### config.mk
export PLATFORM = sky130hd
export DESIGN_NAME = rbnp_div
export DESIGN_NICKNAME = d
export VERILOG_FILES = /design/src/rtl/ray_box_nearest_pick_macros.svh /design/src/rtl/rbnp_pkg.sv /design/src/rtl/rbnp_div.sv
export SDC_FILE = /design/constraint.sdc
export NUM_CORES = 1
export LEC_CHECK = 0
export BUFFER_PORTS_ARGS = -buffer_cell sky130_fd_sc_hd__clkbuf_2
export CORE_ASPECT_RATIO = 1.1
export CORE_UTILIZATION = 45
export CTS_BUF_LIST = sky130_fd_sc_hd__clkbuf_16
export DETAILED_ROUTE_END_ITERATION = 10
export GPL_TIMING_DRIVEN = 0
export PLACE_DENSITY = 0.69
export SLEW_MARGIN = 20
export SYNTH_ARGS = -nofsm -noshare
export SYNTH_HDL_FRONTEND = slang
export SYNTH_SLANG_ARGS = --single-unit
### constraint.sdc
create_clock -name clk -period 5.7 [get_ports clk]
set_input_delay 0.855 -clock clk [delete_from_list [all_inputs] [get_ports clk]]
set_output_delay 0.855 -clock clk [all_outputs]
set_load 0.005 [all_outputs]
### src/rtl/ray_box_nearest_pick_macros.svh
// Assertion helpers for the block's modules; rbnp_back is the one that uses them.
// Each macro expects signals named clk and rst_n in the module that uses it.
`ifndef RAY_BOX_NEAREST_PICK_MACROS_SVH
`define RAY_BOX_NEAREST_PICK_MACROS_SVH

// The consequent must hold in the same cycle as the antecedent.
`define RBNP_ASSERT_SAME(lbl, ante, cons, msg) \
    lbl: assert property (@(posedge clk) disable iff (!rst_n) (ante) |-> (cons)) \
        else $error(msg);

// The consequent must hold in the cycle after the antecedent.
`define RBNP_ASSERT_NEXT(lbl, ante, cons, msg) \
    lbl: assert property (@(posedge clk) disable iff (!rst_n) (ante) |=> (cons)) \
        else $error(msg);

`endif

### src/rtl/rbnp_pkg.sv
`default_nettype none

package rbnp_pkg;

    localparam int COORD_W       = 32;
    localparam int LEN_W         = 31;
    localparam int IDX_W         = 4;
    localparam int FRAC_W        = 16;
    localparam int NUM_W         = COORD_W + 2;
    localparam int QUO_W         = 32;
    localparam int TABLE_SLOTS   = 2 ** IDX_W;
    localparam int MAX_BOXES_DEF = 16;
    localparam int QUEUE_DEPTH   = 2;
    localparam int QPTR_W        = $clog2(QUEUE_DEPTH);
    localparam int QCNT_W        = $clog2(QUEUE_DEPTH + 1);

    localparam logic KIND_WRITE = 1'b0;
    localparam logic KIND_PICK  = 1'b1;

    typedef logic signed [COORD_W-1:0] coord_t;
    typedef logic        [LEN_W-1:0]   len_t;
    typedef logic        [IDX_W-1:0]   idx_t;
    typedef logic signed [NUM_W-1:0]   num_t;
    typedef logic signed [QUO_W-1:0]   quo_t;

    // For a write item the b vector carries the half extent, not the size.
    typedef struct packed {
        logic   kind;
        idx_t   idx;
        coord_t ax;
        coord_t ay;
        coord_t az;
        coord_t bx;
        coord_t by;
        coord_t bz;
        len_t   len;
        logic   active;
    } item_t;

    typedef struct packed {
        logic   start;
        num_t   num;
        coord_t den;
    } div_req_t;

    typedef struct packed {
        logic done;
        quo_t q;
    } div_rsp_t;

endpackage

`default_nettype wire

### src/rtl/rbnp_div.sv
`default_nettype none

module rbnp_div (
    input  wire logic               clk,
    input  wire logic               rst_n,
    input  wire rbnp_pkg::div_req_t req,
    output rbnp_pkg::div_rsp_t      rsp
);
    import rbnp_pkg::*;

    localparam int DIVD_W = NUM_W + FRAC_W;

    // Truncated signed quotient, clamped to the 32-bit signed range.
    function automatic quo_t saturate(input logic [QUO_W-1:0] mag, input logic neg);
        logic [QUO_W-1:0] lim;
        begin
            lim = {1'b1, {(QUO_W-1){1'b0}}};
            if (!neg)
            begin
                return mag[QUO_W-1] ? quo_t'({1'b0, {(QUO_W-1){1'b1}}}) : quo_t'(mag);
            end
            else
            begin
                return (mag > lim) ? quo_t'(lim) : quo_t'(-mag);
            end
        end
    endfunction

    logic [NUM_W-1:0]   num_abs;
    logic [COORD_W-1:0] den_abs;
    logic [DIVD_W-1:0]  dividend;
    logic               ovf;
    logic               start_neg;
    logic [QUO_W:0]     r2;
    logic               ge;
    logic [QUO_W:0]     rdiff;
    logic [QUO_W-1:0]   q_step;

    logic               busy_reg;
    logic               done_reg;
    logic [4:0]         cnt_reg;
    logic [QUO_W-1:0]   rem_reg;
    logic [QUO_W-1:0]   low_reg;
    logic [QUO_W-1:0]   qacc_reg;
    logic [COORD_W-1:0] dmag_reg;
    logic               neg_reg;
    quo_t               q_reg;

    assign num_abs   = req.num[NUM_W-1] ? NUM_W'(-req.num) : NUM_W'(req.num);
    assign den_abs   = req.den[COORD_W-1] ? COORD_W'(-req.den) : COORD_W'(req.den);
    assign dividend  = {num_abs, {FRAC_W{1'b0}}};
    assign start_neg = req.num[NUM_W-1] ^ req.den[COORD_W-1];
    // A quotient of 2^32 or more saturates whatever its sign.
    assign ovf       = 64'(dividend) >= {den_abs, {QUO_W{1'b0}}};

    // One restoring step a cycle; the remainder stays below the divisor.
    assign r2     = {rem_reg, low_reg[QUO_W-1]};
    assign ge     = r2 >= {1'b0, dmag_reg};
    assign rdiff  = r2 - {1'b0, dmag_reg};
    assign q_step = {qacc_reg[QUO_W-2:0], ge};

    assign rsp.done = done_reg;
    assign rsp.q    = q_reg;

    always_ff @(posedge clk)
    begin
        if (req.start)
        begin
            rem_reg  <= QUO_W'(dividend[DIVD_W-1:QUO_W]);
            low_reg  <= dividend[QUO_W-1:0];
            qacc_reg <= '0;
            dmag_reg <= den_abs;
            neg_reg  <= start_neg;
            if (ovf)
            begin
                q_reg <= saturate({QUO_W{1'b1}}, start_neg);
            end
        end
        else if (busy_reg)
        begin
            rem_reg  <= ge ? rdiff[QUO_W-1:0] : r2[QUO_W-1:0];
            low_reg  <= {low_reg[QUO_W-2:0], 1'b0};
            qacc_reg <= q_step;
            if (cnt_reg == '0)
            begin
                q_reg <= saturate(q_step, neg_reg);
            end
        end
    end

    always_ff @(posedge clk or negedge rst_n)
    begin
        if (!rst_n)
        begin
            busy_reg <= 1'b0;
            done_reg <= 1'b0;
            cnt_reg  <= '0;
        end
        else
        begin
            done_reg <= 1'b0;
            if (req.start)
            begin
                cnt_reg <= 5'(QUO_W - 1);
                if (ovf)
                begin
                    done_reg <= 1'b1;
                end
                else
                begin
                    busy_reg <= 1'b1;
                end
            end
            else if (busy_reg)
            begin
                cnt_reg <= cnt_reg - 1'b1;
                if (cnt_reg == '0)
                begin
                    busy_reg <= 1'b0;
                    done_reg <= 1'b1;
                end
            end
        end
    end

endmodule

`default_nettype wire

Word-level counts from Yosys, hierarchy flattened:

Cells that the tools add are included.

* flip-flop bits (word level): 151
* latch bits: 0
* bits in writable memories: 0
* bits in read-only memories: 0
* logic and storage cells: 50
* memories: 0

* $add $sub $neg: 5
* multipliers: 0
* div/mod/pow operators: 0
* $lt $le $gt $ge: 3
* equal/unequal tests: 2
* shifts and indexed selects: 0
* mux-type cells: 25
* bitwise logic cells: 1
* reduce and logical (&&, ||, !) cells: 4

Operators with widths (number)
* 2-to-1 mux 32 bit: 11
* >= comparator 50 x 64 -> 1 bit: 1
* negation 32 bit: 2
* 2-to-1 mux 18 bit: 2
* 2-to-1 mux 34 bit: 1
* negation 34 bit: 1
* >= comparator 33 x 32 -> 1 bit: 1
* greater-than comparator 32 bit (second input constant): 1
* subtractor 32 bit: 1
* 2-to-1 mux 31 bit: 1
* 2-to-1 mux 5 bit: 2
* 2-to-1 mux 1 bit: 8
* zero test 5 bit: 1
* subtractor 5 x 1 -> 5 bit (second input constant): 1
* nonzero test 2 bit: 2
* AND reduction 3 bit: 1
* inequality test 2 x 1 -> 1 bit (second input constant): 1
* inequality test 2 bit (second input constant): 1
* XOR 1 bit: 1

Depth between registers and ports, before layout:

* depth after elaboration: 7
* depth in mapped cells: 22
* gate-level depth less buffers: 19

Worst setup path after synthesis:

Ideal clock, no wire load.

* path type: input-to-reg
* start point: in req[35] in the netlist's numbering
* end point: reg q_reg[0], enable pin
* library setup time: 433 ps
* data arrival time: 5840 ps
* data required time: 5267 ps
* path slack: -572 ps
* cell stages on the path: 17
* cells stage by stage: clkbuf_1 -> or4_1 -> buf_2 -> or4_4 -> or4_4 -> nand2b_4 -> o31a_1 -> xor2_1 -> ha_1 -> nand4_1 -> nor3_1 -> and3_1 -> nand3_1 -> nor4_1 -> a21o_1 -> nand4_1 -> o22ai_1

* cells in the longest elaborated chain, start to end: 5

RTL lines
* start: declaration: RTL line rbnp_div.sv:6 `input wire rbnp_pkg::div_req_t req,`
* negation 34 bit: RTL line rbnp_div.sv:49 `assign num_abs = req.num[NUM_W-1] ? NUM_W'(-req.num) : NUM_W'(req.num);`
* 2-to-1 mux 34 bit *: RTL line rbnp_div.sv:49
* >= comparator 50 x 64 -> 1 bit *: RTL line rbnp_div.sv:54 `assign ovf = 64'(dividend) >= {den_abs, {QUO_W{1'b0}}};`
* inequality test 2 x 1 -> 1 bit (no line) *
* AND reduction 3 bit (no line) *
* end signal: assignment: RTL line rbnp_div.sv:76 `q_reg <= saturate({QUO_W{1'b1}}, start_neg);`
* end signal: assignment: RTL line rbnp_div.sv:86 `q_reg <= saturate(q_step, neg_reg);`
* end: declaration: RTL line rbnp_div.sv:47 `quo_t q_reg;`

Mark *: on every way between the ends. The rest lies on a longest branch, timed or not.
A chain may end at the register's enable or synchronous reset.

Final worst setup path:

* start point: in req[38] in the netlist's numbering
* end point: reg q_reg[18], enable pin

Same word-level chain as after synthesis.

==> metrics.cfg <==
[status]
outcome=completed

[route]
drt-pass1-iter-count=5
drc=0
dr_total_vias=9599
drtIter0Drc=740
wl_per_cell_um=17.36
final_antenna_net_count=0
routed_via_density=5.790
wl_um=28790

[setup_path]
required_ns=5.83
crit_type=in2reg
arrival_ns=5.55
critPathCaptureType=flop
startpoint_type=input port
crit_fanout=25

[placed_design]
io_buffers=95
dp_hpwl_um=21680
dp_cells=1620
pre_cts_ws_ns=-0.9148
gp_congestion=0.9387

[global_route]
grt_max_degree=35
grt_antenna_before_repair=0
grt_pass1_wl_um=45950
grt_pass1_vias=8923
grt_usage=0.2418
overflow=0

[sta]
period_share=0.9501
finClkSkew_ns=0.01411
fin_crit_ns=5.415
max_freq_ghz=0.1847
report.final.setup_viol=0
relSlewSlack=0.2268
slew_violations=0
rsz0062_at_grt=false
worstMarginPinSlew_ns=1.149
fin_tns_setup_ns=0
hold_viol=0
hold_slack_ns=0.2356
setup_slack_ns=0.2846

[floorplan]
rows=58
start_util=0.4631
fp.dieW_um=149.2
fp.coreArea_sq_um=23150
pin_count=102
die_h_um=163.9
dieArea_sq_um=24450

[clock_network]
h-tree-depth=4
clock_sinks=151
holdBufCountCts=0
numCtsBuffers=17
clkTransAtPathRegs_ns=0.07
cts_tree=done
clk_latency_ns=0.44
cts-root-buf=clkbuf_16
cts_max_path_buffers=2

[final_layout]
final_cell_count_no_fill=1658
final_nets=1470
layout-drive-gt1-share=0.1289
synthToLayoutAreaGrowth_pct=14.61
num_antenna_cells=0

[synth]
post-synth-top-count-cell=nor2_1
synthFlopType=edfxtp_1
synth_top_family_by_area=compound AO/OA/AOI/OAI gates
yosys_warnings=0
synth-simple-area-share=0.1906
synth_cell_types=76
yosys.area.top_type=edfxtp_1
synth_compound_area_frac=0.1985
async_flop_share=0.04636
synth_top_cell_area_share=0.2773
synth_common_cells=nor2_1, nand2_1, edfxtp_1, o21ai_0, a21oi_1
synth.avg_cell_area_sq_um=8.758
ys_top_cells_by_area=edfxtp_1, dfxtp_1, ha_1
synth-xor-area-share=0.07761
ys_seq_elements=151
syn_nets=1349
synth.area.mux_share=0.03735
synth_edf_count=99
ys_seq_area_frac=0.3777
synthesis.area_sq_um=10720
syn_inst=1224
yosys.area_share.adder=0.06606

[power]
p_sw_mw=1.943
p_leak_nw=5.113
combPwrFrac=0.470
power.density_nw_per_um2=390.6
p_clk_frac=0.231
p_int_mw=2.856
pwr-share-seq=0.299
vdd_drop_max_v=0.0002098
swShare=0.4049

[job]
maxCapViolCount=0

[hold_path]
hp-class=in2async

-- area by class of cell --
cell class                 count  area (sq um)
multi-input combinational    927          6168
clock inverter                13         103.9
fill                        2138         10860
tap                          300         375.4
timing repair buffer         103         555.5
buffer                        73         285.3
inverter                      72         274.0
sequential                   151          4049
clock buffer                  19         475.5
-- final timing paths --
path                             start          end  slack (ns)  depth (start not counted)
min reg2reg                rem_reg[28]  rem_reg[28]        0.50                          2
max in group asynchronous        rst_n     busy_reg        5.31                          1
min in group clk           rem_reg[28]  rem_reg[28]        0.50                          2
min                              rst_n   cnt_reg[0]        0.24                          1
max                            req[38]    q_reg[18]        0.28                         18
max reg2reg                 rem_reg[6]    q_reg[13]        0.34                         19
-- what timing repair did --
item | CTS | global route
setup endpoints to repair | 32 | 54
pin swaps | 1 | 3
gates resized for setup | 4 | 6
buffers inserted | 2 | 5
-- metrics by stage --
stage | area (sq um) | utilization | power (mW)
2_1_floorplan | 10730 | - | 3.055
3_3_place_gp | 11580 | 0.5001 | 3.536
3_5_place_dp | 11610 | 0.5016 | 3.580
4_1_cts | 12220 | 0.5279 | 4.722
5_1_grt | 12290 | 0.5308 | 5.113
6_report | 12290 | 0.5308 | 4.799
-- per-layer routing --
layer,track usage,vias to the layer above,part of all wire
li1,-,4721,-
met1,0.3144,4473,0.45
met2,0.4091,357,0.47
met3,0.02889,48,0.057
met4,0.09323,0,0.024
met5,0,-,0
-- worst max-delay path, stage by stage --
cell,delay [ns]
clkbuf_2,0.14
nor4_4,0.36
nand3b_1,0.20
or4_4,0.58
or4_4,0.47
nand2b_4,0.19
o31a_1,0.32
xor2_1,0.18
ha_1,0.31
nand4_1,0.17
nor3_2,0.25
and3_1,0.18
nand3_1,0.08
nor4_2,0.19
a21o_1,0.25
nand4_1,0.23
o22ai_4,0.35
buf_16,0.21
-- cells by family (layout without fill, tap and decap cells) --
| family | Yosys count | after routing |
|---|---|---|
| AND/OR/NAND/NOR | 412 | 412 |
| AO/OA/AOI/OAI | 324 | 324 |
| flip-flops | 151 | 151 |
| buffers and inverters | 146 | 280 |
| XOR/XNOR | 95 | 95 |
| adder cells (fa/ha/maj) | 56 | 56 |
| multiplexers | 40 | 40 |
-- cells in the final DEF, fill, tap and decap left out, types with 55 or more instances in the layout --
| cell | instances |
|---|---|
| ha_1 | 55 |
| xnor2_1 | 55 |
| inv_1 | 71 |
| o21ai_0 | 81 |
| edfxtp_1 | 99 |
| clkbuf_2 | 95 |
| clkbuf_1 | 62 |
| nor2_1 | 131 |
| a21oi_1 | 74 |
| nand2_1 | 110 |
-- power groups by stage --
stage               combinational (mW)  clock, mW  sequential, mW
floorplan                         1.62          0            1.43
global placement                  2.09          0            1.45
detailed placement                2.13          0            1.45
CTS                               2.17       1.12            1.43
global route                      2.49       1.17            1.45
finish                            2.25       1.11            1.43
Note: power is estimated with default switching activity, not from simulation.
