$ cat config.mk
export PLATFORM = sky130hd
export DESIGN_NAME = rbnp_front_flat
export DESIGN_NICKNAME = d
export VERILOG_FILES = /design/src/rtl/ray_box_nearest_pick_macros.svh /design/src/rtl/rbnp_pkg.sv /design/src/rtl/rbnp_if.sv /design/src/rtl/rbnp_front.sv /design/src/flat_wrapper.sv
export SDC_FILE = /design/constraint.sdc
export NUM_CORES = 1
export LEC_CHECK = 0
export BUFFER_PORTS_ARGS = -buffer_cell sky130_fd_sc_hd__buf_2
export CAP_MARGIN = 30
export CORE_AREA = 4 4 178 180
export DETAILED_ROUTE_END_ITERATION = 8
export DIE_AREA = 0 0 182 184
export PLACE_DENSITY = 0.46
export SLEW_MARGIN = 15
export SYNTH_ARGS = -nofsm -noshare
export SYNTH_HDL_FRONTEND = slang
export SYNTH_SLANG_ARGS = --single-unit
$ cat constraint.sdc
create_clock -name vclk -period 2.72
set_input_delay 0.272 -clock vclk [all_inputs]
set_output_delay 0.272 -clock vclk [all_outputs]
set_load 0.02 [all_outputs]
$ cat src/rtl/ray_box_nearest_pick_macros.svh
// Assertion helpers for the block's modules; rbnp_back is the one that uses them.
// Each macro expects signals named clk and rst_n in the module that uses it.
`ifndef RAY_BOX_NEAREST_PICK_MACROS_SVH
`define RAY_BOX_NEAREST_PICK_MACROS_SVH

// The consequent must hold in the same cycle as the antecedent.
`define RBNP_ASSERT_SAME(lbl, ante, cons, msg) \
    lbl: assert property (@(posedge clk) disable iff (!rst_n) (ante) |-> (cons)) \
        else $error(msg);

// The consequent must hold in the cycle after the antecedent.
`define RBNP_ASSERT_NEXT(lbl, ante, cons, msg) \
    lbl: assert property (@(posedge clk) disable iff (!rst_n) (ante) |=> (cons)) \
        else $error(msg);

`endif

$ cat src/rtl/rbnp_pkg.sv
`default_nettype none

package rbnp_pkg;

    localparam int COORD_W       = 32;
    localparam int LEN_W         = 31;
    localparam int IDX_W         = 4;
    localparam int FRAC_W        = 16;
    localparam int NUM_W         = COORD_W + 2;
    localparam int QUO_W         = 32;
    localparam int TABLE_SLOTS   = 2 ** IDX_W;
    localparam int MAX_BOXES_DEF = 16;
    localparam int QUEUE_DEPTH   = 2;
    localparam int QPTR_W        = $clog2(QUEUE_DEPTH);
    localparam int QCNT_W        = $clog2(QUEUE_DEPTH + 1);

    localparam logic KIND_WRITE = 1'b0;
    localparam logic KIND_PICK  = 1'b1;

    typedef logic signed [COORD_W-1:0] coord_t;
    typedef logic        [LEN_W-1:0]   len_t;
    typedef logic        [IDX_W-1:0]   idx_t;
    typedef logic signed [NUM_W-1:0]   num_t;
    typedef logic signed [QUO_W-1:0]   quo_t;

    // For a write item the b vector carries the half extent, not the size.
    typedef struct packed {
        logic   kind;
        idx_t   idx;
        coord_t ax;
        coord_t ay;
        coord_t az;
        coord_t bx;
        coord_t by;
        coord_t bz;
        len_t   len;
        logic   active;
    } item_t;

    typedef struct packed {
        logic   start;
        num_t   num;
        coord_t den;
    } div_req_t;

    typedef struct packed {
        logic done;
        quo_t q;
    } div_rsp_t;

endpackage

`default_nettype wire

$ cat src/rtl/rbnp_if.sv
`default_nettype none

interface rbnp_in_if;
    import rbnp_pkg::*;

    logic   valid;
    logic   ready;
    logic   kind;
    idx_t   entry_index;
    coord_t vec_a_x;
    coord_t vec_a_y;
    coord_t vec_a_z;
    coord_t vec_b_x;
    coord_t vec_b_y;
    coord_t vec_b_z;
    len_t   ray_length;
    logic   entry_active;

    modport source (
        output valid, kind, entry_index, vec_a_x, vec_a_y, vec_a_z,
               vec_b_x, vec_b_y, vec_b_z, ray_length, entry_active,
        input  ready
    );

    modport sink (
        input  valid, kind, entry_index, vec_a_x, vec_a_y, vec_a_z,
               vec_b_x, vec_b_y, vec_b_z, ray_length, entry_active,
        output ready
    );
endinterface


`default_nettype wire

$ cat src/rtl/rbnp_front.sv
`default_nettype none

module rbnp_front #(
    parameter int MAX_BOXES = rbnp_pkg::MAX_BOXES_DEF
) (
    rbnp_in_if.sink          in_ch,
    input  wire logic        full,
    output logic             push,
    output rbnp_pkg::item_t  push_item
);
    import rbnp_pkg::*;

    // floor(3 * size / 4); the result always fits back into 32 bits.
    function automatic coord_t half_of(input coord_t s);
        logic signed [COORD_W+1:0] t;
        begin
            t = {{2{s[COORD_W-1]}}, s} + {s[COORD_W-1], s, 1'b0};
            return t[COORD_W+1:2];
        end
    endfunction

    logic write_kept;

    assign in_ch.ready = !full;

    // Writes to slots beyond the table are dropped here and never queued.
    assign write_kept = (in_ch.kind == KIND_WRITE) && (int'(in_ch.entry_index) < MAX_BOXES);
    assign push = in_ch.valid && !full && ((in_ch.kind == KIND_PICK) || write_kept);

    always_comb
    begin
        push_item.kind   = in_ch.kind;
        push_item.idx    = in_ch.entry_index;
        push_item.ax     = in_ch.vec_a_x;
        push_item.ay     = in_ch.vec_a_y;
        push_item.az     = in_ch.vec_a_z;
        push_item.len    = in_ch.ray_length;
        push_item.active = in_ch.entry_active;
        if (in_ch.kind == KIND_WRITE)
        begin
            push_item.bx = half_of(in_ch.vec_b_x);
            push_item.by = half_of(in_ch.vec_b_y);
            push_item.bz = half_of(in_ch.vec_b_z);
        end
        else
        begin
            push_item.bx = in_ch.vec_b_x;
            push_item.by = in_ch.vec_b_y;
            push_item.bz = in_ch.vec_b_z;
        end
    end

endmodule

`default_nettype wire

$ cat src/flat_wrapper.sv
// flat-port wrapper written by rule: the top's interface ports become plain ports
module rbnp_front_flat import rbnp_pkg::*;
#(
    parameter int MAX_BOXES = rbnp_pkg::MAX_BOXES_DEF
)
  (full, push, push_item, in_ch_valid, in_ch_kind, in_ch_entry_index, in_ch_vec_a_x, in_ch_vec_a_y, in_ch_vec_a_z, in_ch_vec_b_x, in_ch_vec_b_y, in_ch_vec_b_z, in_ch_ray_length, in_ch_entry_active, in_ch_ready);
  rbnp_in_if in_ch_i ();
  input  wire logic full;
  output logic push;
  output rbnp_pkg::item_t push_item;
  input wire logic [$bits(in_ch_i.valid)-1:0] in_ch_valid;
  input wire logic [$bits(in_ch_i.kind)-1:0] in_ch_kind;
  input wire logic [$bits(in_ch_i.entry_index)-1:0] in_ch_entry_index;
  input wire logic [$bits(in_ch_i.vec_a_x)-1:0] in_ch_vec_a_x;
  input wire logic [$bits(in_ch_i.vec_a_y)-1:0] in_ch_vec_a_y;
  input wire logic [$bits(in_ch_i.vec_a_z)-1:0] in_ch_vec_a_z;
  input wire logic [$bits(in_ch_i.vec_b_x)-1:0] in_ch_vec_b_x;
  input wire logic [$bits(in_ch_i.vec_b_y)-1:0] in_ch_vec_b_y;
  input wire logic [$bits(in_ch_i.vec_b_z)-1:0] in_ch_vec_b_z;
  input wire logic [$bits(in_ch_i.ray_length)-1:0] in_ch_ray_length;
  input wire logic [$bits(in_ch_i.entry_active)-1:0] in_ch_entry_active;
  output wire logic [$bits(in_ch_i.ready)-1:0] in_ch_ready;
  assign in_ch_i.valid = in_ch_valid;
  assign in_ch_i.kind = in_ch_kind;
  assign in_ch_i.entry_index = in_ch_entry_index;
  assign in_ch_i.vec_a_x = in_ch_vec_a_x;
  assign in_ch_i.vec_a_y = in_ch_vec_a_y;
  assign in_ch_i.vec_a_z = in_ch_vec_a_z;
  assign in_ch_i.vec_b_x = in_ch_vec_b_x;
  assign in_ch_i.vec_b_y = in_ch_vec_b_y;
  assign in_ch_i.vec_b_z = in_ch_vec_b_z;
  assign in_ch_i.ray_length = in_ch_ray_length;
  assign in_ch_i.entry_active = in_ch_entry_active;
  assign in_ch_ready = in_ch_i.ready;
  rbnp_front #(.MAX_BOXES(MAX_BOXES)) u_core (.in_ch(in_ch_i), .full(full), .push(push), .push_item(push_item));
endmodule
### Yosys cells after proc, flatten, opt, wreduce, memory -nomap -nowiden

Cells that the tools add are included.

* word-level logic and storage cells: 6
* output and inout bits: 231
* register bits after elaboration: 0

* $add $sub $neg: 3
* multiplexer cells: 1
* reduce and logical (&&, ||, !) cells: 2

Operator list (number)
* $add A32 B33 Y34: 3
* $mux W96: 1
* $logic_and A1 B1 Y1: 1
* $logic_not A1 Y1: 1

### Logic depth before layout (Yosys ltp)

Gate-level depths: netlist of run 1.

* word-level depth: 2
* gate-level depth with buffers: 9

### Worst setup path after synthesis of run 1

OpenSTA, ideal clock, no wires.

* path kind: input-to-output
* from: input in_ch_vec_b_y[1]
* to: output push_item[79] in the netlist's numbering
* slack: -0.149 ns
* stages on the path: 9
* required time: 2.448 ns
* data arrival time: 2.597 ns
* path through: and2_1 > fa_1 > a21o_1 > a2111oi_1 > or4_4 > a21oi_1 > o21ai_1 > a21oi_1 > a311oi_1

RTL lines
* start: declaration: RTL line flat_wrapper.sv:18 `input wire logic [$bits(in_ch_i.vec_b_y)-1:0] in_ch_vec_b_y;`
* end: declaration: RTL line flat_wrapper.sv:10 `output rbnp_pkg::item_t push_item;`

==> flow_metrics.py, run 1 <==
metrics = {
    "setup_path": {
        "timing.critical_path.fanout_max": 4,
        "critPathMostFrequentCell": "buf_6",
        "worstPathCellList": "buf_8 > buf_6 > fa_2 > a21o_4 > a2111oi_4 > or4_4 > a211oi_4 > o21bai_2 > buf_6 > o21a_1 > o221a_1 > buf_6",
        "slowest_delay_ps": 410,
        "cp_slowest_cell": "fa_2",
        "worstSetupEndpointType": "primary output",
        "crit_path_start_kind": "input port",
        "crit_arrival_ps": 2660,
        "crit_required_ps": 2450,
        "critPathKind": "input port to primary output",
    },
    "layout": {
        "clock_buffers": 0,
        "nNetsFinal": 1638,
        "final_common_cell": "buf_4",
        "n_antenna_cell": 0,
        "seq_cells": 0,
        "drive_gt1_frac": 0.454,
        "post-route-util": 0.343,
        "syn_to_final_growth_pct": 47.3,
        "regArea_um2": 0,
        "most-common-layout-cells": "buf_4 (238), buf_2 (153), nand2_1 (130)",
    },
    "floorplan": {
        "design.die.area_um2": 33500,
        "io-pin-count": 462,
        "start_util": 0.233,
        "die_h_um": 184,
        "rows": 64,
        "core-area_um2": 30200,
        "dieWidth_um": 182,
    },
    "pwr": {
        "swShare": 0.538,
        "ir_drop_mv": 0.112,
        "total_power_w": 0.00277,
        "seq_power_share": 0,
        "internal-power_w": 0.00128,
        "p_comb_frac": 1.000,
        "power_density_nw_per_um2": 268,
        "leakage_nw": 4.73,
        "pwr-share-clk": 0,
        "p_sw_w": 0.00149,
    },
    "status": {
        "status": "complete, but fails checks",
        "violations": "setup timing",
    },
    "yosys": {
        "ys_warn_count": 0,
        "syn_inst": 1071,
        "synth_top_family_by_area": "compound AO/OA/AOI/OAI gates",
        "synth_fa_ha_area_frac": 0.169,
        "synth_compound_gate_area_share": 0.347,
        "synth_cell_types": 71,
        "synthesis.area_um2": 7020,
        "synthXorXnorAreaFrac": 0.0736,
        "yosysSeqAreaShare": 0,
        "synthMuxAreaShare": 0.0157,
        "synth_nets": 1395,
        "yosys.area_share.simple": 0.210,
        "postSynthAreaPerCell_um2": 6.56,
    },
    "timing": {
        "max_freq_mhz": 341,
        "setup_slack_ps": -208,
        "tns_ps": -1480,
        "setup_viol": 12,
        "slew_violations": 0,
        "rsz0062_at_grt": "yes",
        "hold_violations": 0,
        "min_period_ps": 2930,
        "relSlewSlack": 0.652,
        "tightest_slew_ps": 522,
        "fin_crit_sh": 1.08,
    },
    "place": {
        "io_buffers": 198,
        "gp_congestion": 0.862,
        "hpwl_um": 22000,
    },
    "min_path": {
        "worstHoldPathType": "input port to primary output",
    },
    "route": {
        "drt_wl_total_um": 26600,
        "drtIter0Drc": 285,
        "ant_nets": 0,
        "routedWlPerCell_um": 15.6,
        "drcViolationCount": 0,
        "drt-vias-per-instance": 4.91,
        "first_pass_iters": 5,
        "vias": 8394,
    },
    "run": {
        "cap_violations": 0,
    },
    "grt": {
        "track_usage": 0.144,
        "grt_pass1_vias": 8149,
        "grt_first_pass_wirelength_um": 41300,
        "grt_max_degree": 70,
        "overflow": 0,
        "antenna_found_initial": 0,
    },
    "clock_tree": {
        "ctsHoldBuffers": 0,
    },
}
-- worst max-delay path: cells and delay by family --
family          cells  cell delay [ps]
simple gates        1              230
buf+inv             4              490
fa+ha+maj           1              410
compound gates      6             1260
-- synth_stat cells (16+ instances only) --
master    count  area share
and3_1       20       0.018
nand3_1      29       0.021
o21ai_0      88       0.063
xnor2_1      28       0.035
buf_4       137        0.15
nand4_1      20       0.018
ha_1         90        0.16
a21o_1       40       0.043
inv_1        24       0.013
o211ai_1     16       0.017
nand2_1     132       0.071
nor2_1       71       0.038
xor2_1       31       0.039
clkbuf_1     35       0.019
a21oi_1     116       0.083
-- timing repair --
action	CTS	global route
cloned	0	0
endpoints found under the setup margin	52	58
gates resized for setup	166	113
setup buffers	16	13
pin swaps	80	64
-- per-stage QoR --
stage | instance area (um2) | worst slack (ps) | hold slack [ps] | std cells
6_report | 10300 | -208 | 544 | 1708
5_1_grt | 10300 | -329 | 544 | 1708
4_1_cts | 9730 | -270 | 544 | 1697
3_5_place_dp | 8870 | -509 | 544 | 1684
3_3_place_gp | 8870 | -479 | 544 | 1684
2_1_floorplan | 7060 | -20.2 | 621 | 1071
-- power groups by stage --
stage | logic [W] | clock network, W | registers (W)
finish | 0.00277 | 0 | 0
global route | 0.00302 | 0 | 0
global placement | 0.00237 | 0 | 0
CTS | 0.00261 | 0 | 0
floorplan | 0.00169 | 0 | 0
detailed placement | 0.00237 | 0 | 0
-- worst paths after layout --
check,start,to,slack (ps),cells after the start
hold / removal,in_ch_vec_a_z[5],push_item[133],540,0
setup / recovery,in_ch_vec_b_y[1],push_item[93],-210,12
-- routing by layer --
| layer | routed length (um) | share of wire | global-route usage | up-vias |
|---|---|---|---|---|
| met2 | 12800 | 0.48 | 0.259 | 218 |
| met1 | 11500 | 0.43 | 0.178 | 3832 |
| met3 | 1290 | 0.048 | 0.0186 | 86 |
| met4 | 987 | 0.037 | 0.0477 | 0 |
| li1 | - | - | - | 4258 |
| met5 | 0 | 0 | 0 | - |
-- cell families after synthesis --
| kind of cell | Yosys count |
|---|---|
| multiplexers | 10 |
| AO/OA/AOI/OAI | 384 |
| AND/OR/NAND/NOR | 318 |
| XOR/XNOR | 59 |
| buffers and inverters | 207 |
| adder cells (fa/ha/maj) | 93 |
-- final cells by class --
| cell class | count | area [um2] |
|---|---|---|
| Timing Repair Buffer | 423 | 2930 |
| Tap cell | 396 | 495 |
| Inverter | 25 | 93.8 |
| Multi-Input combinational cell | 864 | 6820 |
| Fill cell | 3249 | 19800 |
(Power assumes the default switching activity.)
==> inputs of run 2 (changes only) <==
Settings changed: SETUP_SLACK_MARGIN set to 0.5, SKIP_LAST_GASP set to 1.
==> flow_metrics.py, run 2 (synthesis gave the netlist of run 1 again) <==
metrics = {
    "status": {
        "status": "complete, but fails checks",
        "violations": "setup timing",
    },
    "run": {
        "cap_violations": 0,
    },
    "pwr": {
        "leakage_nw": 5.08,
        "p_comb_frac": 1.000,
        "ir_drop_mv": 0.152,
        "total_power_w": 0.00327,
        "power_density_nw_per_um2": 276,
        "seq_power_share": 0,
        "swShare": 0.517,
        "internal-power_w": 0.00158,
        "pwr-share-clk": 0,
        "p_sw_w": 0.00169,
    },
    "timing": {
        "fin_crit_sh": 1.05,
        "setup_viol": 16,
        "tightest_slew_ps": 578,
        "min_period_ps": 2870,
        "hold_violations": 0,
        "slew_violations": 0,
        "setup_slack_ps": -148,
        "relSlewSlack": 0.615,
        "max_freq_mhz": 349,
        "rsz0062_at_grt": "yes",
    },
    "floorplan": {
        "start_util": 0.233,
        "rows": 64,
        "dieWidth_um": 182,
        "die_h_um": 184,
        "design.die.area_um2": 33500,
        "core-area_um2": 30200,
        "io-pin-count": 462,
    },
    "grt": {
        "antenna_found_initial": 3,
        "grt_first_pass_wirelength_um": 43800,
        "grt_pass1_vias": 8573,
        "grt_max_degree": 109,
        "overflow": 0,
        "track_usage": 0.151,
    },
    "layout": {
        "drive_gt1_frac": 0.538,
        "final_common_cell": "buf_4",
        "most-common-layout-cells": "buf_4 (196), nand2_1 (120), buf_6 (108)",
        "fin_cells": 1698,
        "seq_cells": 0,
        "nNetsFinal": 1626,
        "regArea_um2": 0,
        "clock_buffers": 0,
        "syn_to_final_growth_pct": 68.5,
        "fillers": 3102,
    },
    "route": {
        "drtIter0Drc": 341,
        "routedWlPerCell_um": 16.1,
        "drt-vias-per-instance": 5.01,
        "drt_wl_total_um": 27300,
        "vias": 8505,
        "drcViolationCount": 0,
        "first_pass_iters": 5,
        "ant_nets": 0,
    },
    "setup_path": {
        "crit_arrival_ps": 2600,
        "worstSetupEndpointType": "primary output",
        "crit_path_start_kind": "input port",
        "crit_required_ps": 2450,
        "timing.critical_path.fanout_max": 4,
        "critPathKind": "input port to primary output",
        "crit_end": "push_item[121]",
        "startpoint": "in_ch_vec_b_x[1]",
    },
    "place": {
        "dp_cells": 1616,
        "post-place-ws_ps": -277,
        "io_buffers": 198,
        "hpwl_um": 21800,
        "gp_congestion": 0.845,
    },
    "clock_tree": {
        "ctsHoldBuffers": 0,
    },
    "min_path": {
        "worstHoldPathType": "input port to primary output",
    },
}
## run 2: layout make-up
class                      instances  area [um2]  share of cell area
inverter                          25        93.8             0.00793
multi-input combinational        864        7820               0.661
antenna                            2        5.00            0.000423
tap                              396         495              0.0419
timing repair buffer             411        3410               0.288
## run 2: worst min-delay path by stage
stage,startpoint,end,depth (start not counted)
global route,in_ch_vec_a_y[8],push_item[168],0
CTS,in_ch_ray_length[10],push_item[11],0
detailed placement,in_ch_ray_length[10],push_item[11],0
global placement,in_ch_ray_length[10],push_item[11],0
floorplan,full,in_ch_ready,1
finish,in_ch_vec_a_z[4],push_item[132],0
## run 2: power groups by stage
stage	logic, W	registers, W	clock network, W
floorplan	0.00192	0	0
global placement	0.00251	0	0
detailed placement	0.00251	0	0
CTS	0.00301	0	0
global route	0.00353	0	0.0000000000983
finish	0.00327	0	0.0000000000984
## run 2: critical path, stage by stage
cell      delay (ps)
buf_8            100
and2_4           150
fa_2             340
a21o_1           210
a311oi_2         310
nor2_2            90
o211a_1          270
o211ai_1         190
buf_4            160
a21oi_2           50
nor3b_2          260
buf_4            190
## run 2: layer usage
metal / vias to the layer above / global-route usage / part of all wire / wire length, um
li1: 4248 / - / - / -
met1: 3959 / 0.194 / 0.44 / 11900
met2: 224 / 0.269 / 0.48 / 13200
met3: 72 / 0.0220 / 0.053 / 1450
met4: 2 / 0.0345 / 0.025 / 687
met5: - / 0 / 0.00048 / 13
## run 2: timing repair
| action | 4_1_cts | 5_1_grt |
|---|---|---|
| pin swaps | 172 | 127 |
| endpoints found under the hold margin | 0 | 0 |
| setup buffers | 51 | 29 |
| resized for setup | 328 | 159 |
| endpoints found under the setup margin | 77 | 80 |
## run 2: per-stage QoR
step | setup TNS (ps) | utilization | area, um2 | hold WS, ps
after global placement | -2950 | 0.306 | 9250 | 544
after CTS | -828 | 0.363 | 11000 | 544
after global routing | -2800 | 0.392 | 11800 | 544
final | -992 | 0.392 | 11800 | 544
after floorplan | 0 | - | 8010 | 621
after detailed placement | -3240 | 0.306 | 9250 | 544
