### src/rtl/ray_box_nearest_pick_macros.svh
// Assertion helpers for the block's modules; rbnp_back is the one that uses them.
// Each macro expects signals named clk and rst_n in the module that uses it.
`ifndef RAY_BOX_NEAREST_PICK_MACROS_SVH
`define RAY_BOX_NEAREST_PICK_MACROS_SVH

// The consequent must hold in the same cycle as the antecedent.
`define RBNP_ASSERT_SAME(lbl, ante, cons, msg) \
    lbl: assert property (@(posedge clk) disable iff (!rst_n) (ante) |-> (cons)) \
        else $error(msg);

// The consequent must hold in the cycle after the antecedent.
`define RBNP_ASSERT_NEXT(lbl, ante, cons, msg) \
    lbl: assert property (@(posedge clk) disable iff (!rst_n) (ante) |=> (cons)) \
        else $error(msg);

`endif

### src/rtl/rbnp_pkg.sv
`default_nettype none

package rbnp_pkg;

    localparam int COORD_W       = 32;
    localparam int LEN_W         = 31;
    localparam int IDX_W         = 4;
    localparam int FRAC_W        = 16;
    localparam int NUM_W         = COORD_W + 2;
    localparam int QUO_W         = 32;
    localparam int TABLE_SLOTS   = 2 ** IDX_W;
    localparam int MAX_BOXES_DEF = 16;
    localparam int QUEUE_DEPTH   = 2;
    localparam int QPTR_W        = $clog2(QUEUE_DEPTH);
    localparam int QCNT_W        = $clog2(QUEUE_DEPTH + 1);

    localparam logic KIND_WRITE = 1'b0;
    localparam logic KIND_PICK  = 1'b1;

    typedef logic signed [COORD_W-1:0] coord_t;
    typedef logic        [LEN_W-1:0]   len_t;
    typedef logic        [IDX_W-1:0]   idx_t;
    typedef logic signed [NUM_W-1:0]   num_t;
    typedef logic signed [QUO_W-1:0]   quo_t;

    // For a write item the b vector carries the half extent, not the size.
    typedef struct packed {
        logic   kind;
        idx_t   idx;
        coord_t ax;
        coord_t ay;
        coord_t az;
        coord_t bx;
        coord_t by;
        coord_t bz;
        len_t   len;
        logic   active;
    } item_t;

    typedef struct packed {
        logic   start;
        num_t   num;
        coord_t den;
    } div_req_t;

    typedef struct packed {
        logic done;
        quo_t q;
    } div_rsp_t;

endpackage

`default_nettype wire

### src/rtl/rbnp_fifo.sv
`default_nettype none

module rbnp_fifo (
    input  wire logic            clk,
    input  wire logic            rst_n,
    input  wire logic            push,
    input  wire rbnp_pkg::item_t push_item,
    output logic                 full,
    input  wire logic            pop,
    output logic                 head_valid,
    output rbnp_pkg::item_t      head
);
    import rbnp_pkg::*;

    item_t               mem_reg [QUEUE_DEPTH];
    logic [QPTR_W-1:0]   wr_ptr_reg;
    logic [QPTR_W-1:0]   rd_ptr_reg;
    logic [QCNT_W-1:0]   cnt_reg;

    assign full       = (cnt_reg == QCNT_W'(QUEUE_DEPTH));
    assign head_valid = (cnt_reg != '0);
    assign head       = mem_reg[rd_ptr_reg];

    always_ff @(posedge clk)
    begin
        if (push)
        begin
            mem_reg[wr_ptr_reg] <= push_item;
        end
    end

    always_ff @(posedge clk or negedge rst_n)
    begin
        if (!rst_n)
        begin
            wr_ptr_reg <= '0;
            rd_ptr_reg <= '0;
            cnt_reg    <= '0;
        end
        else
        begin
            if (push)
            begin
                wr_ptr_reg <= (wr_ptr_reg == QPTR_W'(QUEUE_DEPTH - 1)) ? '0 : wr_ptr_reg + 1'b1;
            end
            if (pop)
            begin
                rd_ptr_reg <= (rd_ptr_reg == QPTR_W'(QUEUE_DEPTH - 1)) ? '0 : rd_ptr_reg + 1'b1;
            end
            if (push && !pop)
            begin
                cnt_reg <= cnt_reg + 1'b1;
            end
            else if (pop && !push)
            begin
                cnt_reg <= cnt_reg - 1'b1;
            end
        end
    end

endmodule

`default_nettype wire

### config.mk
export PLATFORM = sky130hd
export DESIGN_NAME = rbnp_fifo
export DESIGN_NICKNAME = d
export VERILOG_FILES = /design/src/rtl/ray_box_nearest_pick_macros.svh /design/src/rtl/rbnp_pkg.sv /design/src/rtl/rbnp_fifo.sv
export SDC_FILE = /design/constraint.sdc
export NUM_CORES = 1
export LEC_CHECK = 0
export ABC_AREA = 1
export BUFFER_PORTS_ARGS = -buffer_cell sky130_fd_sc_hd__buf_2
export CAP_MARGIN = 10
export CORE_UTILIZATION = 57
export DETAILED_ROUTE_END_ITERATION = 6
export GPL_TIMING_DRIVEN = 0
export PLACE_DENSITY_LB_ADDON = 0.12
export SETUP_SLACK_MARGIN = 0.5
export SLEW_MARGIN = 0
export SYNTH_ARGS = -nofsm -noshare
export SYNTH_HDL_FRONTEND = slang
export SYNTH_SLANG_ARGS = --single-unit
### constraint.sdc
create_clock -name clk -period 20.3 [get_ports clk]
set_input_delay 4.06 -clock clk [delete_from_list [all_inputs] [get_ports clk]]
set_output_delay 4.06 -clock clk [all_outputs]
set_load 0.05 [all_outputs]
# Yosys cells after proc, flatten, opt, wreduce, memory -nomap -nowiden
# Memories as Yosys holds them, arrays and structs flattened.
# Cells that the tools add are included.
[word_totals] ramBits=458 input_bits=233 reg_bits=4 memories=1
[mem_list] name="mem_reg" depth=2 width=229 read_ports=1 rd_clocked_by_memory_dff=0 wr=1 line="rbnp_fifo.sv:15" rtl="item_t mem_reg [QUEUE_DEPTH];"
[classes] muxes=6 addsub=4 reduce_logical=6 eq_ne=1
[ops] operator="2-to-1 mux 1 bit" n=4
[ops] operator="2-to-1 mux 2 bit" n=2
[ops] operator="nonzero test 2 bit" n=2
[ops] operator="adder 1 bit (second input constant)" n=2
[ops] operator="adder 2 x 1 -> 2 bit (second input constant)" n=1
[ops] operator="equality test 2 bit (second input constant)" n=1
[ops] operator="logical AND 1 bit" n=2
[ops] operator="logical NOT 1 bit" n=2
[ops] operator="subtractor 2 x 1 -> 2 bit (second input constant)" n=1

# Logic depth before layout (Yosys ltp)
# Gate-level depths: netlist of the first run.
[logic_depth] depth_word=4 depth_mapped=7 ltp_nobuf=7

# Worst setup path before layout of the first run
# No wires, ideal clock.
[synth_path] path_type="input port to flip-flop" startpoint="input push" endpoint="memory mem_reg[0][0] in the netlist's numbering, enable pin" setup_time_ns=0.829 cell_stages=2 path_slack_ns=5.804 arrival_ns=13.667 t_required_ns=19.471 path_cell_list="inv_1 > nor2_1"
[synth_between] elab_chain_len=2
[synth_lines] item="from (decl)" line="rbnp_fifo.sv:6" rtl="input wire logic push,"
[synth_lines] item="2-to-1 mux 1 bit" line="rbnp_fifo.sv:26" rtl="if (push)"
[synth_lines] item="2-to-1 mux 1 bit (implied by the code)" line="rbnp_fifo.sv:28" rtl="mem_reg[wr_ptr_reg] <= push_item;"
[synth_lines] item="to (decl)" line="rbnp_fifo.sv:15"
# Every way passes these cells.

==> results of run 1 <==
[per-stage QoR]
stage               setup WS (ns)  std cells
finish                      14.32       1700
global placement            0.116       1597
global route                14.23       1696
floorplan                    5.80        738
CTS                         14.29       1690
detailed placement          14.12       1606
[metal layers]
| metal | vias to the layer above | share of wire | global-route usage |
|---|---|---|---|
| met4 | 14 | 0.029 | 0.0862 |
| met2 | 359 | 0.52 | 0.386 |
| li1 | 4002 | - | - |
| met1 | 4324 | 0.34 | 0.238 |
| met3 | 75 | 0.10 | 0.0870 |
| met5 | - | 0.0025 | 0 |
[cells by family (layout without fill, tap and decap cells)]
kind of cell,after synthesis,in the layout,synth area share
buffers and inverters,33,589,0.0278
other,0,10,0
DFF,462,462,0.780
and+or+nand+nor,10,10,0.00233
muxes,229,229,0.188
xor gates and xnor gates,3,3,0.00148
adders and majority gates,1,1,0.000705
[how the worst min path moves through the flow]
stage / slack [ns] / from / endpoint / cells after the start
after floorplan: 0.44 / cnt_reg[1]$_DFFE_PN0P_ / cnt_reg[1]$_DFFE_PN0P_ / 2
after global placement: 0.46 / cnt_reg[1]$_DFFE_PN0P_ / cnt_reg[1]$_DFFE_PN0P_ / 2
after detailed placement: 0.47 / cnt_reg[1]$_DFFE_PN0P_ / cnt_reg[1]$_DFFE_PN0P_ / 2
after CTS: 0.48 / cnt_reg[1]$_DFFE_PN0P_ / cnt_reg[1]$_DFFE_PN0P_ / 2
after global routing: 0.50 / cnt_reg[1]$_DFFE_PN0P_ / cnt_reg[1]$_DFFE_PN0P_ / 2
final: 0.48 / cnt_reg[1]$_DFFE_PN0P_ / cnt_reg[1]$_DFFE_PN0P_ / 2
[worst max-delay path: stages, from the launching register on]
cell	delay [ns]
dfrtp_1	0.34
buf_6	0.13
buf_12	0.20
buf_12	0.17
mux2_4	0.31
buf_2	0.22
[cell type report]
cell class | instances | area [sq um]
buffer | 26 | 467
inverter | 7 | 33.8
timing repair buffer | 472 | 2510
multi-input combinational | 243 | 3420
sequential | 462 | 13900
clock buffer | 53 | 1240
tap | 396 | 495
fill | 1892 | 8220
antenna | 10 | 25.0
clock inverter | 31 | 327
[power groups by stage]
stage / Sequential (mW) / Clock, mW / Combinational (mW)
2_1_floorplan: 1.37 / 0 / 1.35
3_3_place_gp: 1.42 / 0 / 1.66
3_5_place_dp: 1.33 / 0 / 1.69
4_1_cts: 1.31 / 0.879 / 1.70
5_1_grt: 1.32 / 0.915 / 1.75
6_report: 1.31 / 0.864 / 1.69
[placed cells by master (no fill, tap or decap), types with 6 or more instances in the layout]
cell and n:
mux2_4 200, mux2_2 29, clkbuf_16 49, bufinv_16 7
diode_2 10, clkinv_2 14, buf_12 29, clkinv_1 8
buf_2 466, nand2_1 6, edfxtp_1 458, inv_1 6
==> out/results.ini, run 1 <==
[synth]
synth_nets = 972
yosys.area.top_type = edfxtp_1
synth_commonest_cells = 458 x edfxtp_1, 200 x mux2_4, 29 x mux2_2
syn_area_sq_um = 17800
synth_edf_count = 458
syn_avg_cell_area_sq_um = 24.1
synth_ff_type = edfxtp_1
synthCells = 738
synth_seq_cells = 462
synth_seq_area_share = 0.780
synth_most_common_cell = edfxtp_1
async_flop_share = 0.00866
synth_cell_types = 15
synth_top_area_frac = 0.775
yosysWarnings = 0
synthTopCellsByArea = edfxtp_1 77%, mux2_4 17%, buf_12 2.5%

[drt]
ant_nets = 0
wl_per_cell_um = 21.3
vias_per_cell = 5.16
routed_wl_mm = 36.3
via_count = 8774
drc_errors = 0
drt_iter0_drc = 480
dr.pass1.iters = 4

[worst_setup_path]
endpoint = head[40]
critPathArrivalTime_ns = 1.92
r2r_slack_ns = 17.96
critical_path.startpoint = rd_ptr_reg$_DFFE_PN0P_
startpoint_type = register
critPathKind = register to primary output
r2r-start = wr_ptr_reg$_DFFE_PN0P_
rr_endpoint = mem_reg[0][107]$_DFFE_PP_
cp.required_ns = 16.24
worstRegToRegCells = 5
cp_max_fo = 10
end_kind = primary output

[sta]
max_freq_mhz = 167
finalHoldViolCount = 0
rsz0062_at_grt = no
slew_headroom = 0.469
setup_violations = 0
slew_violations = 0
fin_skew_ns = 0.0177
fin_crit_sh = 0.294
finalCriticalPeriod_ns = 5.98
holdWs_ns = 0.482
worst_pin_slew_ns = 0.794
fin_setup_tns_ns = 0

[floorplan]
dieArea_sq_um = 31900
ios = 464
die_w_um = 178
core_sq_um = 30600
die_h_um = 178
row_count = 64
start_util = 0.580

[clock_network]
numCtsBuffers = 46
post_cts_buffers = 0
clock_path_buffers = 3
post_cts_resized = 0
root_buffer = clkbuf_16
cts_htree_levels = 2
hold_buffers = 0
cts_num_sinks = 462
clk_pin_slew_worst_paths_ns = 0.06
insertion_delay_ns = 0.54
cts_tree = done

[power]
internal_power_mw = 2.35
p_leak_nw = 9.09
switching_power_mw = 1.50
seqPwrFrac = 0.339
power_frac_comb = 0.437
peakVddDrop_mv = 0.109
swShare = 0.390
p_clk_frac = 0.224
power_density_nw_per_um2 = 172
p_total_mw = 3.86

[global_route]
antenna_found_initial = 15
grt_max_degree = 122
grt_pass1_vias = 8919
grt_first_pass_wirelength_mm = 51.2
track_usage = 0.221
gr-total-overflow = 0

[cells_and_area]
nNetsFinal = 1492
final_core_util = 0.731
largest_reg_flops = 458
final_area_sq_um = 22400
drive_gt1_frac = 0.619
syn_to_final_growth_pct = 26.0

[run]
drv_cap = 0

[placement]
dpl_cell_area_sq_um = 20800
portBuffers = 463
gp_congestion = 0.750
hpwl_mm = 25.4

[run_status]
status = finished clean

[worst_hold_path]
hp-class = register to register

No activity file was read; power rests on OpenSTA's default activity.
==> run 2: changes to the inputs <==
- CORE_UTILIZATION: 57 -> 53
- clock period: 20.3 -> 5.8 ns (I/O delays scaled with it)
==> run 2 against run 1 <==
  * Sequential power rose to 3.5 times the previous value
  * Worst hold slack worse by 0.065 ns
  * Critical endpoint is now head[101]
  * Via count down 0.43%
  * Flip-flop and latch count unchanged
  * Worst setup slack worse by 12 ns
  * Clock skew decreased by 0.0065 ns
  * First-iteration DRC count decreased by 33%
  * Highest routed layer unchanged
  * Critical path depth unchanged
  * Combinational power grew to 3.5 times the previous value
  * Register-to-register slack worse by 14 ns
==> out/results.ini, run 2 (synthesized netlist as in run 1, its figures left out) <==
[cells_and_area]
seq_area_sq_um = 13900  ; unchanged
num-fill-cells = 2229  ; +18%
multiInputGateArea_sq_um = 3420  ; unchanged
layout_common_cells = 466 x buf_2, 458 x edfxtp_1, 200 x mux2_4
nNetsFinal = 1499  ; +0.47%
largest_reg_flops = 458  ; unchanged
final_common_cell = buf_2
final_core_util = 0.685  ; -0.0464
drive_gt1_frac = 0.614  ; -0.00546
syn_to_final_growth_pct = 26.5

[sta]
setup_violations = 0  ; unchanged
max_freq_mhz = 325
fin_skew_ns = 0.0111  ; -0.00654 ns
fin_crit_sh = 0.530
finalCriticalPeriod_ns = 3.08
fin_setup_tns_ns = 0  ; unchanged
worst_pin_slew_ns = 0.757  ; -0.0369 ns
slew_violations = 0  ; unchanged
slew_headroom = 0.494  ; +0.0247
rsz0062_at_grt = no
finalHoldViolCount = 0  ; unchanged
setup_ws_ns = 2.72  ; -11.60 ns

[clock_network]
post_cts_resized = 0  ; unchanged
cts_num_sinks = 462  ; unchanged
cts_htree_levels = 2  ; unchanged
post_cts_buffers = 0  ; unchanged
clock_path_buffers = 3  ; unchanged
numCtsBuffers = 48  ; +4.3%
hold_buffers = 0  ; unchanged
cts_tree = done
clk_pin_slew_worst_paths_ns = 0.06  ; about the same
root_buffer = clkbuf_16
insertion_delay_ns = 0.54  ; about the same

[floorplan]
row_count = 66  ; +3.1%
die_w_um = 185  ; +3.7%
die_h_um = 185  ; +3.7%
core_sq_um = 32800  ; +7.2%
dieArea_sq_um = 34200  ; +7.5%
ios = 464  ; unchanged
start_util = 0.542  ; -0.0389

[drt]
drt_iter0_drc = 321  ; -33%
drc_errors = 0  ; unchanged
wl_per_cell_um = 20.6  ; -3.2%
via_count = 8736  ; -0.43%
routed_wl_mm = 36.1  ; -0.34%
vias_per_cell = 4.99  ; -3.3%
dr.pass1.iters = 5  ; +1
ant_nets = 0  ; unchanged

[power]
peakVddDrop_mv = 0.409  ; +280%
p_leak_nw = 9.08  ; -0.14%
p_total_mw = 13.4  ; +250%
power_density_nw_per_um2 = 599  ; +250%

[worst_setup_path]
end_kind = primary output
critPathArrivalTime_ns = 1.92  ; about the same
critical_path.startpoint = rd_ptr_reg$_DFFE_PN0P_
startpoint_type = register
r2r-start = wr_ptr_reg$_DFFE_PN0P_
critPathKind = register to primary output
cp_max_fo = 10  ; unchanged
cp.required_ns = 4.64  ; -11.60 ns

[run]
drv_cap = 0  ; unchanged

[placement]
portBuffers = 463  ; unchanged
hpwl_mm = 25.5  ; +0.53%
place_ws_ns = 2.71  ; -11.42 ns
gp_congestion = 0.731  ; -2.5%

[worst_hold_path]
hp-class = input pin to asynchronous set/reset pin

[global_route]
antenna_found_initial = 16  ; +1
grt_first_pass_wirelength_mm = 51.4  ; +0.38%
gr-total-overflow = 0  ; unchanged
grt_pass1_vias = 8965  ; +0.52%
track_usage = 0.206  ; -0.0150
grt_max_degree = 40  ; -67%

[run_status]
status = finished clean

-- run 2: cell count changes in the layout (fill, tap and decap cells not counted) --
cell        previous run  this run
clkinv_2              14         7
buf_12                29        35
clkinv_1               8        14
clkbuf_1               4         7
bufinv_16              7         5
clkinvlp_4             1         3
buf_16                 2         1
clkinv_4               1         0
inv_8                  1         0
-- run 2: through the flow --
stage,instances,cell area (sq um),hold WS (ns)
4_1_cts,1741,22400,0.390
6_report,1751,22500,0.417
5_1_grt,1750,22500,0.394
2_1_floorplan,738,17800,0.442
3_3_place_gp,1643,20600,0.465
3_5_place_dp,1657,20900,0.470
-- run 2: cell type report --
| cell class | instances | area share |
|---|---|---|
| clock inverter | 28 | 0.0113 |
| sequential | 462 | 0.617 |
| buffer | 26 | 0.0208 |
| clock buffer | 56 | 0.0558 |
| multi-input combinational | 243 | 0.152 |
| inverter | 7 | 0.00134 |
| antenna | 10 | 0.00111 |
| tap | 442 | 0.0246 |
| timing repair buffer | 477 | 0.116 |
-- run 2: routing by layer --
layer  up-vias  part of all wire  track usage
met5         -            0.0017            0
met1      4304              0.34        0.216
met2       332              0.52        0.363
met4        10             0.032       0.0853
met3        75              0.10       0.0840
li1       4015                 -            -
-- run 2: report_power, final --
part | total (mW) | internal (mW) | switching, mW
Sequential | 4.57 | 4.42 | 0.145
Clock | 2.94 | 1.75 | 1.18
Combinational | 5.95 | 2.00 | 3.94
Total | 13.4 | 8.18 | 5.27
-- run 2: path summary, 6_finish.rpt --
kind                                        endpoint  slack, ns  depth (start not counted)
max                                        head[101]       2.72                          5
min                           cnt_reg[0]$_DFFE_PN0P_       0.42                          1
max reg2reg                mem_reg[0][196]$_DFFE_PP_       3.67                          4
min reg2reg                   cnt_reg[1]$_DFFE_PN0P_       0.48                          2
max in group asynchronous     wr_ptr_reg$_DFFE_PN0P_       5.26                          1
min in group clk              cnt_reg[1]$_DFFE_PN0P_       0.48                          2
-- run 2: worst max-delay path, cell delays in order, from the launching register on --
cell     delay (ns)
dfrtp_1        0.33
buf_6          0.12
buf_12         0.20
buf_12         0.18
mux2_4         0.32
buf_2          0.21
==> run 3: changes to the inputs <==
- ABC_AREA: 1 -> 0
- clock period: 5.8 -> 3.2 ns (I/O delays scaled with it)
==> run 3 against run 2 <==
  * Clock power is 70% higher
  * Sequential power grew 81%
  * Via count is 0.71% lower
  * Synthesized cell count decreased by 1.2%
  * Worst hold slack worse by 0.14 ns
  * Count of clock-buffer cells in the layout increased by 9
  * Total power is 78% higher
  * Area after synthesis hardly changed
==> out/results.ini, run 3 <==
[run_status]
status = finished clean

[placement]
place_ws_ns = 0.820  ; -1.88 ns
portBuffers = 463  ; unchanged
gp_congestion = 0.722  ; -1.2%
dpl_cell_area_sq_um = 20900  ; -0.17%
hpwl_mm = 25.4  ; -0.68%

[clock_network]
clk_pin_slew_worst_paths_ns = 0.06  ; about the same
post_cts_buffers = 0  ; unchanged
insertion_delay_ns = 0.54  ; about the same
root_buffer = clkbuf_16
clock_path_buffers = 3  ; unchanged
cts_htree_levels = 2  ; unchanged
cts_num_sinks = 462  ; unchanged
numCtsBuffers = 47  ; -2.1%
hold_buffers = 1  ; +1
post_cts_resized = 0  ; unchanged
cts_tree = done

[cells_and_area]
final_common_cell = buf_2
layout_common_cells = 466 x buf_2, 458 x edfxtp_1, 200 x mux2_4
final_area_sq_um = 22300  ; -0.57%
nNetsFinal = 1488  ; -0.73%
largest_reg_flops = 458  ; unchanged
syn_to_final_growth_pct = 25.9
final_core_util = 0.683  ; -0.00217
drive_gt1_frac = 0.615  ; +0.00106
num-fill-cells = 2248  ; +0.85%

[sta]
fin_skew_ns = 0.0166  ; +0.00549 ns
setup_ws_ns = 0.640  ; -2.08 ns
fin_crit_sh = 0.800
slew_headroom = 0.472  ; -0.0225
worst_pin_slew_ns = 0.791  ; +0.0338 ns
max_freq_mhz = 391
slew_violations = 0  ; unchanged
finalCriticalPeriod_ns = 2.56
rsz0062_at_grt = no
finalHoldViolCount = 0  ; unchanged
setup_violations = 0  ; unchanged
fin_setup_tns_ns = 0  ; unchanged

[global_route]
grt_pass1_vias = 8865  ; -1.1%
grt_first_pass_wirelength_mm = 50.1  ; -2.5%
gr-total-overflow = 0  ; unchanged
grt_max_degree = 64  ; +60%
antenna_found_initial = 14  ; -2
track_usage = 0.201  ; -0.00449

[synth]
synth_top_area_frac = 0.775  ; about the same
synth_seq_area_share = 0.781  ; about the same
syn_area_sq_um = 17700  ; about the same
synth_nets = 963  ; -0.93%
yosys.area.top_type = edfxtp_1
synth_seq_cells = 462  ; unchanged
synth-simple-area-share = 0.00162  ; -0.000703
synth_commonest_cells = 458 x edfxtp_1, 200 x mux2_4, 29 x mux2_2
synthTopCellsByArea = edfxtp_1 78%, mux2_4 17%, buf_12 2.5%
synthXorXnorAreaFrac = 0.00247  ; +0.000989
synth_cell_types = 15  ; unchanged
synthAdderAreaFrac = 0.000705  ; about the same
yosysWarnings = 0  ; unchanged
synthCells = 729  ; -1.2%
syn_avg_cell_area_sq_um = 24.3  ; +1.1%
synth_most_common_cell = edfxtp_1
async_flop_share = 0.00866  ; unchanged
synth_mux_area_frac = 0.188  ; about the same
synth_top_family_by_area = multiplexers
synth_ff_type = edfxtp_1
synth_edf_count = 458  ; unchanged
synth_compound_area_frac = 0  ; unchanged

[floorplan]
dieArea_sq_um = 34200  ; about the same
core_sq_um = 32700  ; -0.25%
die_w_um = 185  ; about the same
start_util = 0.542  ; +0.000832
ios = 464  ; unchanged
row_count = 66  ; unchanged
die_h_um = 185  ; about the same

[worst_setup_path]
crit_buf_inv = 4  ; unchanged
crit_top_cell = buf_12
critPathKind = register to primary output
path_cells = buf_6 > buf_12 > buf_12 > mux2_4 > buf_2
startpoint_type = register
crit_family = buffers and inverters
critPathSlowestCell = dfrtp_1
end_kind = primary output
cp_max_fo = 10  ; unchanged
cp.required_ns = 2.56  ; -2.08 ns
worst_path_largest_cell_delay_ns = 0.34  ; about the same
critPathArrivalTime_ns = 1.92  ; about the same

[run]
drv_cap = 0  ; unchanged

[drt]
drt_iter0_drc = 477  ; +49%
via_count = 8674  ; -0.71%
routed_wl_mm = 35.6  ; -1.5%
vias_per_cell = 4.99  ; about the same
drc_errors = 0  ; unchanged
dr.pass1.iters = 4  ; -1
ant_nets = 0  ; unchanged
wl_per_cell_um = 20.5  ; -0.90%

[power]
power_density_nw_per_um2 = 1070  ; +80%
p_leak_nw = 9.00  ; -0.82%
p_total_mw = 24.0  ; +78%
peakVddDrop_mv = 0.703  ; +72%

[worst_hold_path]
hp-class = input pin to register

[run 3: cell count changes after synthesis, moves of 2 or more]
cell and change:
nand2_1 -6, inv_1 -6, xor2_1 +2, nor2b_1 +2
[run 3: area by class of cell]
type,count,area [sq um],area share
flip-flops and latches,462,13900,0.620
multi-input cells,240,3420,0.153
repair buffers,476,2600,0.116
clock buffers,65,1300,0.0581
well taps,442,553,0.0248
plain buffers,26,467,0.0209
clock inverters,17,105,0.00471
diodes,11,27.5,0.00123
inverters,1,3.75,0.000168
[run 3: worst paths after layout]
kind                                        start                        end  slack (ns)  cells after the start
hold / removal                     push_item[182]  mem_reg[0][182]$_DFFE_PP_        0.28                      1
setup reg to reg           wr_ptr_reg$_DFFE_PN0P_    mem_reg[1][6]$_DFFE_PP_        1.19                      3
max in group asynchronous                   rst_n     cnt_reg[0]$_DFFE_PN0P_        2.62                      2
hold reg to reg            cnt_reg[1]$_DFFE_PN0P_     cnt_reg[1]$_DFFE_PN0P_        0.51                      1
setup / recovery           rd_ptr_reg$_DFFE_PN0P_                   head[56]        0.64                      5
min in group asynchronous                   rst_n     rd_ptr_reg$_DFFE_PN0P_        0.47                      2
[run 3: cells by family (layout without fill, tap and decap cells)]
kind of cell | Yosys count | in the layout
multiplexers | 229 | 229
buffers and inverters | 27 | 585
other | 0 | 11
AND/OR/NAND/NOR | 5 | 5
adder cells (fa/ha/maj) | 1 | 1
XOR/XNOR | 5 | 5
flip-flops | 462 | 462
[run 3: power by group]
part	internal (mW)	switching (mW)
Clock	2.89	2.09
Sequential	8.01	0.267
Combinational	3.63	7.11
[run 3: layer usage]
layer / wire, um / part of all wire / track usage
met5: 26 / 0.00073 / 0
met3: 3260 / 0.091 / 0.0720
met4: 888 / 0.025 / 0.0807
met2: 18800 / 0.53 / 0.358
met1: 12600 / 0.35 / 0.217
[run 3: metrics by stage]
stage	std cells	hold slack [ns]
CTS	1729	0.251
floorplan	729	0.344
global placement	1634	0.448
global route	1738	0.252
finish	1740	0.282
detailed placement	1646	0.447
[run 3: worst reg2reg max path: cells and delay by family, from the launching register on]
kind                   cells  cell delay [ns]
and+or+nand+nor            1             0.57
buffers and inverters      2             0.65
DFF                        1             0.42
